$ cat config.mk
export PLATFORM = sky130hd
export DESIGN_NAME = cct_front
export DESIGN_NICKNAME = d
export VERILOG_FILES = /design/src/hw/rtl/cycle_count_timestamp_top_defines.svh /design/src/hw/rtl/cct_pkg.sv /design/src/hw/rtl/cct_front.sv
export SDC_FILE = /design/constraint.sdc
export NUM_CORES = 1
export LEC_CHECK = 0
export CAP_MARGIN = 25
export CORE_ASPECT_RATIO = 0.8
export CORE_MARGIN = 2
export CORE_UTILIZATION = 30
export CTS_CLUSTER_DIAMETER = 120
export DETAILED_ROUTE_END_ITERATION = 6
export DONT_BUFFER_PORTS = 1
export PLACE_DENSITY = 0.47
export SETUP_SLACK_MARGIN = 0.3
export SYNTH_ARGS = -nofsm -noshare
export SYNTH_HDL_FRONTEND = slang
export SYNTH_SLANG_ARGS = --single-unit
$ cat constraint.sdc
create_clock -name clk -period 4.5 [get_ports clk]
set_clock_uncertainty 0.15 [all_clocks]
set_input_delay 0.45 -clock clk [delete_from_list [all_inputs] [get_ports clk]]
set_output_delay 0.45 -clock clk [all_outputs]
set_load 0.1 [all_outputs]
$ cat src/hw/rtl/cycle_count_timestamp_top_defines.svh
// Assertion macros used by the timestamp back end
`ifndef CYCLE_COUNT_TIMESTAMP_TOP_DEFINES_SVH
`define CYCLE_COUNT_TIMESTAMP_TOP_DEFINES_SVH
// assert that a condition implies a consequence on the same edge
`define CCT_ASSERT_IMPLY(label, clk, rst_n, cond, cons, msg) \
    label: assert property (@(posedge clk) disable iff (!rst_n) (cond) |-> (cons)) \
        else $error(msg);
// assert that a condition implies a consequence on the next edge
`define CCT_ASSERT_NEXT(label, clk, rst_n, cond, cons, msg) \
    label: assert property (@(posedge clk) disable iff (!rst_n) (cond) |=> (cons)) \
        else $error(msg);
`endif

$ cat src/hw/rtl/cct_pkg.sv
// Shared types and constants for the cycle-count timestamp block
`default_nettype none
package cct_pkg;
    localparam logic [9:0] MsPerS = 10'd1000;
    localparam logic [19:0] UsPerS = 20'd1000000;
    localparam logic [29:0] NsPerS = 30'd1000000000;
    // floor(x / 1000) = (x * MsRecip) >> 38 for any 32-bit x
    localparam logic [28:0] MsRecip = 29'd274877907;
    // floor(x / 1000000) = (x * UsRecip) >> 50 for any 32-bit x
    localparam logic [30:0] UsRecip = 31'd1125899907;

    typedef struct packed {
        logic [31:0] counter_value;
        logic [31:0] reference_count;
    } cct_in_t;

    typedef struct packed {
        logic [63:0] whole_seconds;
        logic [9:0]  milliseconds_part;
        logic [10:0] microseconds_part;
        logic [63:0] total_microseconds;
        logic [63:0] total_nanoseconds;
        logic [31:0] elapsed_cycles;
    } cct_out_t;

    // job passed from the front to the back
    typedef struct packed {
        logic [63:0] total;
        logic [31:0] elapsed;
    } cct_job_t;
endpackage
`default_nettype wire

$ cat src/hw/rtl/cct_front.sv
// Front end: wrap tracking and extended count formation
`default_nettype none
module cct_front
    import cct_pkg::*;
(
    input  wire logic     clk,
    input  wire logic     rst_n,
    input  wire cct_in_t  in_data,
    input  wire logic     in_valid,
    output logic          in_ready,
    output cct_job_t      job,
    output logic          job_valid,
    input  wire logic     job_ready
);
    logic [31:0] prev_reg;
    logic [63:0] wrap_reg;
    logic [63:0] wrap_next;
    logic        full_reg;
    cct_job_t    job_reg;

    assign in_ready  = !full_reg || job_ready;
    assign job_valid = full_reg;
    assign job       = job_reg;
    assign wrap_next = (in_data.counter_value < prev_reg) ? wrap_reg + 64'd1 : wrap_reg;

    always_ff @(posedge clk or negedge rst_n)
    begin
        if (!rst_n)
        begin
            prev_reg <= '0;
            wrap_reg <= '0;
            full_reg <= 1'b0;
        end
        else
        begin
            if (in_valid && in_ready)
            begin
                prev_reg <= in_data.counter_value;
                wrap_reg <= wrap_next;
                full_reg <= 1'b1;
            end
            else if (job_ready)
            begin
                full_reg <= 1'b0;
            end
        end
    end

    always_ff @(posedge clk)
    begin
        if (in_valid && in_ready)
        begin
            job_reg.total   <= {wrap_next[31:0], in_data.counter_value};
            job_reg.elapsed <= in_data.counter_value - in_data.reference_count;
        end
    end
endmodule
`default_nettype wire

Yosys cells after proc, flatten, opt, wreduce, memory -nomap -nowiden. Index checks and enable logic that the tools add are counted.

Flip-flop bits (word level): 193. Bits of input ports: 68. Output and inout port bits: 98. Logic and storage cells: 17.

Add/sub/neg operators: 2. $lt $le $gt $ge: 1. Muxes and demuxes: 3. Reductions and logical operators: 5.

Operator list (number): $add A64 B1 Y64 const B (1); $lt A32 B32 Y1 (1); $mux W32 (1); $sub A32 B32 Y32 (1); $mux W1 (2); $reduce_and A2 Y1 (1); $reduce_bool A2 Y1 (1); $logic_and A1 B1 Y1 (1); $logic_not A1 Y1 (1); $logic_or A1 B1 Y1 (1).

Longest topological paths before layout. Gate-level depths: netlist (run 1).

Depth after elaboration: 4. Gate-level depth with buffers: 11. Mapped depth without buffers: 10.

Worst setup path before layout (run 1). OpenSTA, ideal clock, no wires.

Kind: register to register. From: register full_reg (netlist: job_valid). To: register job_reg (netlist bit job[0]), enable pin. Setup time: 0.495 ns. Arrival time: 4.863 ns. Data required time: 3.855 ns. Setup slack: -1.009 ns. Cell stages (with the launch flop): 5. Path buffers: 1. Period minus slack after synthesis: 5.509 ns. Cell sequence: dfrtp_1 > nand2b_1 > nand2_1 > inv_2 > clkbuf_1.

Longest elaborated chain between the ends: 3.

RTL lines: start, declared (RTL line cct_front.sv:18) `logic full_reg;`; start signal, assigned (RTL line cct_front.sv:32) `full_reg <= 1'b0;`; start signal, assigned (RTL line cct_front.sv:40) `full_reg <= 1'b1;`; start signal, assigned (RTL line cct_front.sv:44) `full_reg <= 1'b0;`; $logic_not A1 Y1 (RTL line cct_front.sv:21) `assign in_ready = !full_reg || job_ready;`; $logic_or A1 B1 Y1 (RTL line cct_front.sv:21); named net in_ready (RTL line cct_front.sv:10) `output logic in_ready,`; $logic_and A1 B1 Y1 (RTL line cct_front.sv:51) `if (in_valid && in_ready)`; end, declared (RTL line cct_front.sv:19) `cct_job_t job_reg;`.

The timed path passes the listed nets, and every way through them passes these cells. A chain may end at the register's enable or synchronous reset.

Worst setup path after layout (run 1).
From: register full_reg (netlist: job_valid). To: register job_reg (netlist bit job[10]), enable pin.

Longest elaborated chain between the ends: 3.

RTL lines (RTL line): $logic_not A1 Y1 (cct_front.sv:21); $logic_or A1 B1 Y1 (cct_front.sv:21); $logic_and A1 B1 Y1 (cct_front.sv:51).

No other way between the ends.

==> run_results.csv, run 1 <==
group,metric,value,unit
synth,synth_edf_count,96,
synth,syn_avg_cell_area,10.7,um^2
route,wl,21.3,mm
floorplan,num_rows,55,
worst_setup_path,critical-path-max-stage-delay,0.84,ns
worst_setup_path,crit_start,"job_valid",
synth,yosys_register_bits,161,
clock_network,cts_buffer_depth,2,
place,post-place-ws,1.07,ns
synth,syn-cell-area,8740,um^2
worst_setup_path,cp_common_cell,"buf_4",
cells_and_area,drive_gt1_share,6.22,%
sta,fin_crit,3.14,ns
global_routing,grtUsageTotal,14.5,%
route,ant_nets,0,
synth,synth_nets,950,
global_routing,grt_pass1_vias,5847,
clock_network,cts-root-buf,"clkbuf_16",
floorplan,die_h,157,um
worst_setup_path,r2r_start,"job_valid",
floorplan,fp.dieW,195,um
place,dp_hpwl,14.0,mm
sta,tns,0,ns
worst_setup_path,path_buf_inv,4,
sta,finalSetupViolCount,0,
synth,async_flop_share,40.4,%
clock_network,cts_resized,0,
worst_setup_path,endpoint_kind,"flop",
cells_and_area,largest_reg_flops,96,
route,drt-vias-per-instance,4.76,
worst_setup_path,crit_chain,"buf_4, nand2b_1, buf_4, nand2_1, inv_6, buf_4",
cells_and_area,num-nets-final,987,
synth,yosysWarnings,0,
power_and_ir_drop,leakage,0.00422,uW
outcome,status,"finished, final reports clean",
clock_network,tritoncts,"built",
global_routing,overflow,0,
clock_network,cts_sinks,161,
worst_setup_path,cpMaxStageDelayCell,"buf_4",
sta,relSlewSlack,35.8,%
route,drt_iter0_drc,237,
sta,setup_slack,1.36,ns
global_routing,antenna_found_initial,0,
synth,syn_inst,818,
clock_network,cts_buffers,17,
worst_setup_path,crit_path_start_kind,"flop",
worst_hold_path,min_path_type,"input pin to flop",
floorplan,start_util,30.7,%
floorplan,coreArea,28500,um^2
worst_setup_path,cp.required,4.41,ns
clock_network,postCtsHoldBufs,35,
clock_network,h-tree-depth,4,
place,io_buffers,0,
synth,yosysSeqAreaShare,51.6,%
power_and_ir_drop,ir_drop,0.250,mV
route,drc,0,
sta,slew_violations,0,
route,dr.pass1.iters,4,
run,cap_viol_max_count,0,
clock_network,clock_latency,0.43,ns
sta,timing.fmax,0.318,GHz
cells_and_area,stdcell_area,10100,um^2
route,post_drt_wl_per_cell,17.2,um
cells_and_area,syn_to_final_growth,15.6,%
power_and_ir_drop,finalPower,4720,uW
synth,synth.distinct_cells,61,
cells_and_area,final_cells,1238,
sta,rsz0062_at_grt,"no",
sta,hold_viol_final,0,
sta,worst_slew_pin_slew,0.964,ns
global_routing,grt_pass1_wl,33.5,mm
power_and_ir_drop,powerDensity,468,nW/um^2
cells_and_area,seq_area,4510,um^2
synth,synthFlopType,"edfxtp_1",
place,placed_area,9140,um^2
place,place.gp.congestion,0.789,
worst_setup_path,path_class,"flop to flop",
cells_and_area,multiInputGateArea,3800,um^2
clock_network,clk_pin_slew,0.07,ns
global_routing,grt_max_degree,87,
worst_setup_path,crit_family,"buffers and inverters",
floorplan,die_area,30500,um^2
floorplan,io_pins,166,
sta,period_share,69.9,%
cells_and_area,diodes,0,
cells_and_area,n_fill_cell,2887,
worst_hold_path,hp-start,"in_data[32]",
clock_network,post_cts_buffers,0,
route,num_vias,5898,
place,dp.cells,1171,
worst_setup_path,critPathArrivalTime,3.05,ns
cells_and_area,final_common_cell,"edfxtp_1",
cells_and_area,final_cell_mix,"edfxtp_1, inv_1, nand2_1, xor2_1, dfrtp_1",
worst_setup_path,crit_fanout,86,
kinds of logic after synthesis:
| kind of cell | share of synthesized area (%) |
|---|---|
| simple gates | 14.4 |
| flops | 51.6 |
| compound gates | 10.9 |
| buf+inv | 4.86 |
| xor+xnor | 8.62 |
| fa+ha+maj | 9.25 |
| mux | 0.372 |
path summary, 6_finish.rpt:
| check | endpoint | slack, ns | cells after the start |
|---|---|---|---|
| worst max-delay path | job[10] | 1.36 | 6 |
| worst min-delay path | prev_reg[0] | 0.05 | 2 |
| worst max register to register | job[10] | 1.36 | 6 |
| worst min register to register | wrap_reg[31] | 0.34 | 1 |
| max in group asynchronous | prev_reg[10] | 3.45 | 2 |
| min in group asynchronous | wrap_reg[7] | 0.44 | 2 |
worst reg2reg max path: stages (launching register included):
cell and delay, ns:
dfrtp_1 0.37, buf_4 0.23, nand2b_1 0.11, buf_4 0.30, nand2_1 0.18, inv_6 0.47, buf_4 0.90
through the flow:
stage                     utilization (%)  hold WS [ns]
after floorplan                         -       0.00441
after global placement               32.1       0.00700
after detailed placement             32.1       0.00708
after CTS                            35.4        0.0225
after global routing                 35.4        0.0479
final                                35.4        0.0452
Yosys cell counts (all sizes together) (6+ instances only):
cell    instances  area (um^2)
ha             63          788
nand4          13         96.3
a21o           17          128
xor2           66          578
nand2b          8         50.1
and3            8         53.8
o21ai          53          265
buf             6         45.0
nor4           11         98.8
inv            79          297
edfxtp         96         2880
xnor2          20          175
nor3           33          176
a21oi          35          175
dfrtp          65         1630
nand2          74          285
clkbuf         19         82.6
nand3          24          133
nor2           55          206
report_power, final:
group | switching (uW) | internal, uW
Combinational | 447 | 288
Clock | 637 | 872
Sequential | 698 | 1780
layer usage:
metal	share of wire (%)	track usage (%)
met1	53	21.1
met2	41	20.6
met3	4.9	4.18
met4	1.2	4.22
met5	0	0
layout make-up:
cell class                      instances  share of cell area [%]
Clock inverter                         14                    1.62
Inverter                               79                    2.99
Sequential cell                       161                    44.7
Multi-Input combinational cell        553                    37.7
Clock buffer                           18                    4.25
Timing Repair Buffer                   43                    4.24
Tap cell                              370                    4.58
No activity file was read; power rests on OpenSTA's default activity.
==> run 2: changes to the inputs <==
- PLACE_DENSITY: 0.47 -> 0.48
- clock period: 4.5 -> 2.7 ns (I/O delays scaled with it)
==> run_results.csv, run 2 (synthesized netlist as in run 1, its figures left out) <==
group,metric,value,unit
outcome,status,"finished, final reports clean",
route,ant_nets,0,
cells_and_area,drive_gt1_share,21.9,%
worst_hold_path,worst_hold_path.endpoint,"job[1]",
cells_and_area,n_fill_cell,2821,
run,cap_viol_max_count,0,
worst_hold_path,worstHoldPathCells,2,
clock_network,clk_pin_slew,0.07,ns
clock_network,tritoncts,"built",
cells_and_area,num-nets-final,1048,
power_and_ir_drop,powerDensity,725,nW/um^2
floorplan,io_pins,166,
route,dr.pass1.iters,4,
cells_and_area,diodes,0,
sta,rsz0062_at_grt,"yes",
global_routing,grt.busiest_layer,"met1",
place,place.gp.congestion,0.781,
sta,fin_crit,2.59,ns
floorplan,num_rows,55,
global_routing,grt_use_met3,4.31,%
clock_network,cts_buffer_depth,2,
worst_setup_path,crit_family,"compound AO/OA/AOI/OAI gates",
sta,worst_slew_pin_slew,0.983,ns
worst_setup_path,ff2ff_path_depth,10,
sta,setup_slack,0.106,ns
worst_setup_path,critical-path-max-stage-delay,0.34,ns
power_and_ir_drop,leakage,0.00474,uW
power_and_ir_drop,ir_drop,0.431,mV
place,dp.cells,1219,
clock_network,cts-root-buf,"clkbuf_16",
worst_setup_path,path_class,"flop to flop",
worst_setup_path,cp.required,2.74,ns
cells_and_area,syn_to_final_growth,29.8,%
place,post-place-ws,-0.0705,ns
place,dp_hpwl,15.4,mm
floorplan,start_util,30.7,%
global_routing,grtUsageMet1,23.0,%
worst_setup_path,path_buf_inv,3,
route,drt-vias-per-instance,4.82,
place,io_buffers,0,
clock_network,h-tree-depth,4,
clock_network,cts_buffers,17,
global_routing,grt_max_degree,66,
global_routing,grt_pass1_wl,36.6,mm
worst_setup_path,timing.rr.end,"job[65]",
clock_network,cts_sinks,161,
floorplan,coreArea,28500,um^2
global_routing,antenna_found_initial,0,
worst_setup_path,r2r_start,"prev_reg[27]",
route,drt_iter0_drc,281,
worst_setup_path,crit_fanout,9,
route,post_drt_wl_per_cell,17.9,um
worst_setup_path,cpMaxStageDelayCell,"dfrtp_1",
global_routing,grt_pass1_vias,6298,
sta,hold_viol_final,0,
worst_hold_path,min_path_type,"input pin to flop",
route,drc,0,
cells_and_area,final_common_cell,"edfxtp_1",
worst_setup_path,crit_path_start_kind,"flop",
route,num_vias,6259,
worst_setup_path,rrSetupSlack,0.11,ns
floorplan,die_h,157,um
worst_setup_path,crit_chain,"inv_2, ha_4, nand4_1, buf_4, nor4_4, a221oi_2, o211ai_1, a31o_4, buf_12, mux2_2",
sta,finalSetupViolCount,0,
clock_network,clock_latency,0.43,ns
sta,timing.fmax,0.385,GHz
worst_setup_path,endpoint_kind,"flop",
cells_and_area,final_cells,1299,
sta,relSlewSlack,34.6,%
sta,tns,0,ns
global_routing,grtUsageTotal,15.7,%
floorplan,die_area,30500,um^2
worst_setup_path,critPathArrivalTime,2.63,ns
cells_and_area,largest_reg_flops,96,
cells_and_area,final_util,39.8,%
cells_and_area,final_cell_mix,"edfxtp_1, nand2_1, inv_1, xor2_1, dfrtp_1",
global_routing,grtUsageMet2,23.0,%
global_routing,overflow,0,
route,wl,23.3,mm
sta,slew_violations,0,
worst_hold_path,hp-start,"in_data[1]",
floorplan,fp.dieW,195,um
sta,period_share,96.1,%
run 2: changes by cell type in the layout (fill, tap and decap cells not counted), moves of 8 or more:
cell | previous run | this run
inv_1 | 78 | 70
nor2_1 | 55 | 43
buf_4 | 8 | 56
nor3_1 | 32 | 4
ha_4 | 0 | 10
nor3_4 | 1 | 21
nor3_2 | 0 | 8
buf_12 | 0 | 8
ha_1 | 63 | 53
run 2: power breakdown:
part / internal (uW) / total [uW] / switching [uW]
sequential: 2970 / 4080 / 1110
combinational: 755 / 1770 / 1010
clock: 1280 / 2370 / 1090
run 2: final cells by class:
class | instances | area [um^2] | share of cell area [%]
clock buffer | 18 | 429 | 3.79
clock inverter | 14 | 130 | 1.15
inverter | 79 | 314 | 2.77
multi-input combinational | 553 | 4470 | 39.4
sequential | 161 | 4510 | 39.8
tap | 370 | 463 | 4.08
timing repair buffer | 104 | 1020 | 9.01
run 2: worst max-delay path by stage:
stage / startpoint / endpoint / cells past startpoint / slack (ns)
after CTS: prev_reg[24] / job[87] / 12 / 0.11
after global placement: in_data[8] / job[29] / 11 / -0.09
after floorplan: in_data[32] / job[26] / 10 / 0.13
final: prev_reg[27] / job[65] / 10 / 0.11
after global routing: prev_reg[27] / job[88] / 12 / -0.02
after detailed placement: in_data[32] / job[22] / 12 / -0.07
run 2: repair_timing:
item | CTS | global route
hold endpoints to repair | 132 | 0
endpoints found under the setup margin | 64 | 68
buffers inserted | 3 | 6
pin swaps | 10 | 17
gates resized for setup | 32 | 41
cloned | 1 | 0
hold buffers | 38 | 0
run 2: per-layer routing:
layer	wire (um)	vias up
met1	11900	3008
met5	0	-
met2	9920	145
met4	197	0
met3	1240	11
li1	-	3095
run 2: through the flow:
step / total power [uW] / hold WS, ns / area, um^2
floorplan: 5170 / -0.176 / 9130
global placement: 5620 / -0.169 / 9920
detailed placement: 5630 / -0.168 / 9920
CTS: 8230 / 0.0344 / 11100
global route: 8640 / 0.0548 / 11300
finish: 8220 / 0.0586 / 11300
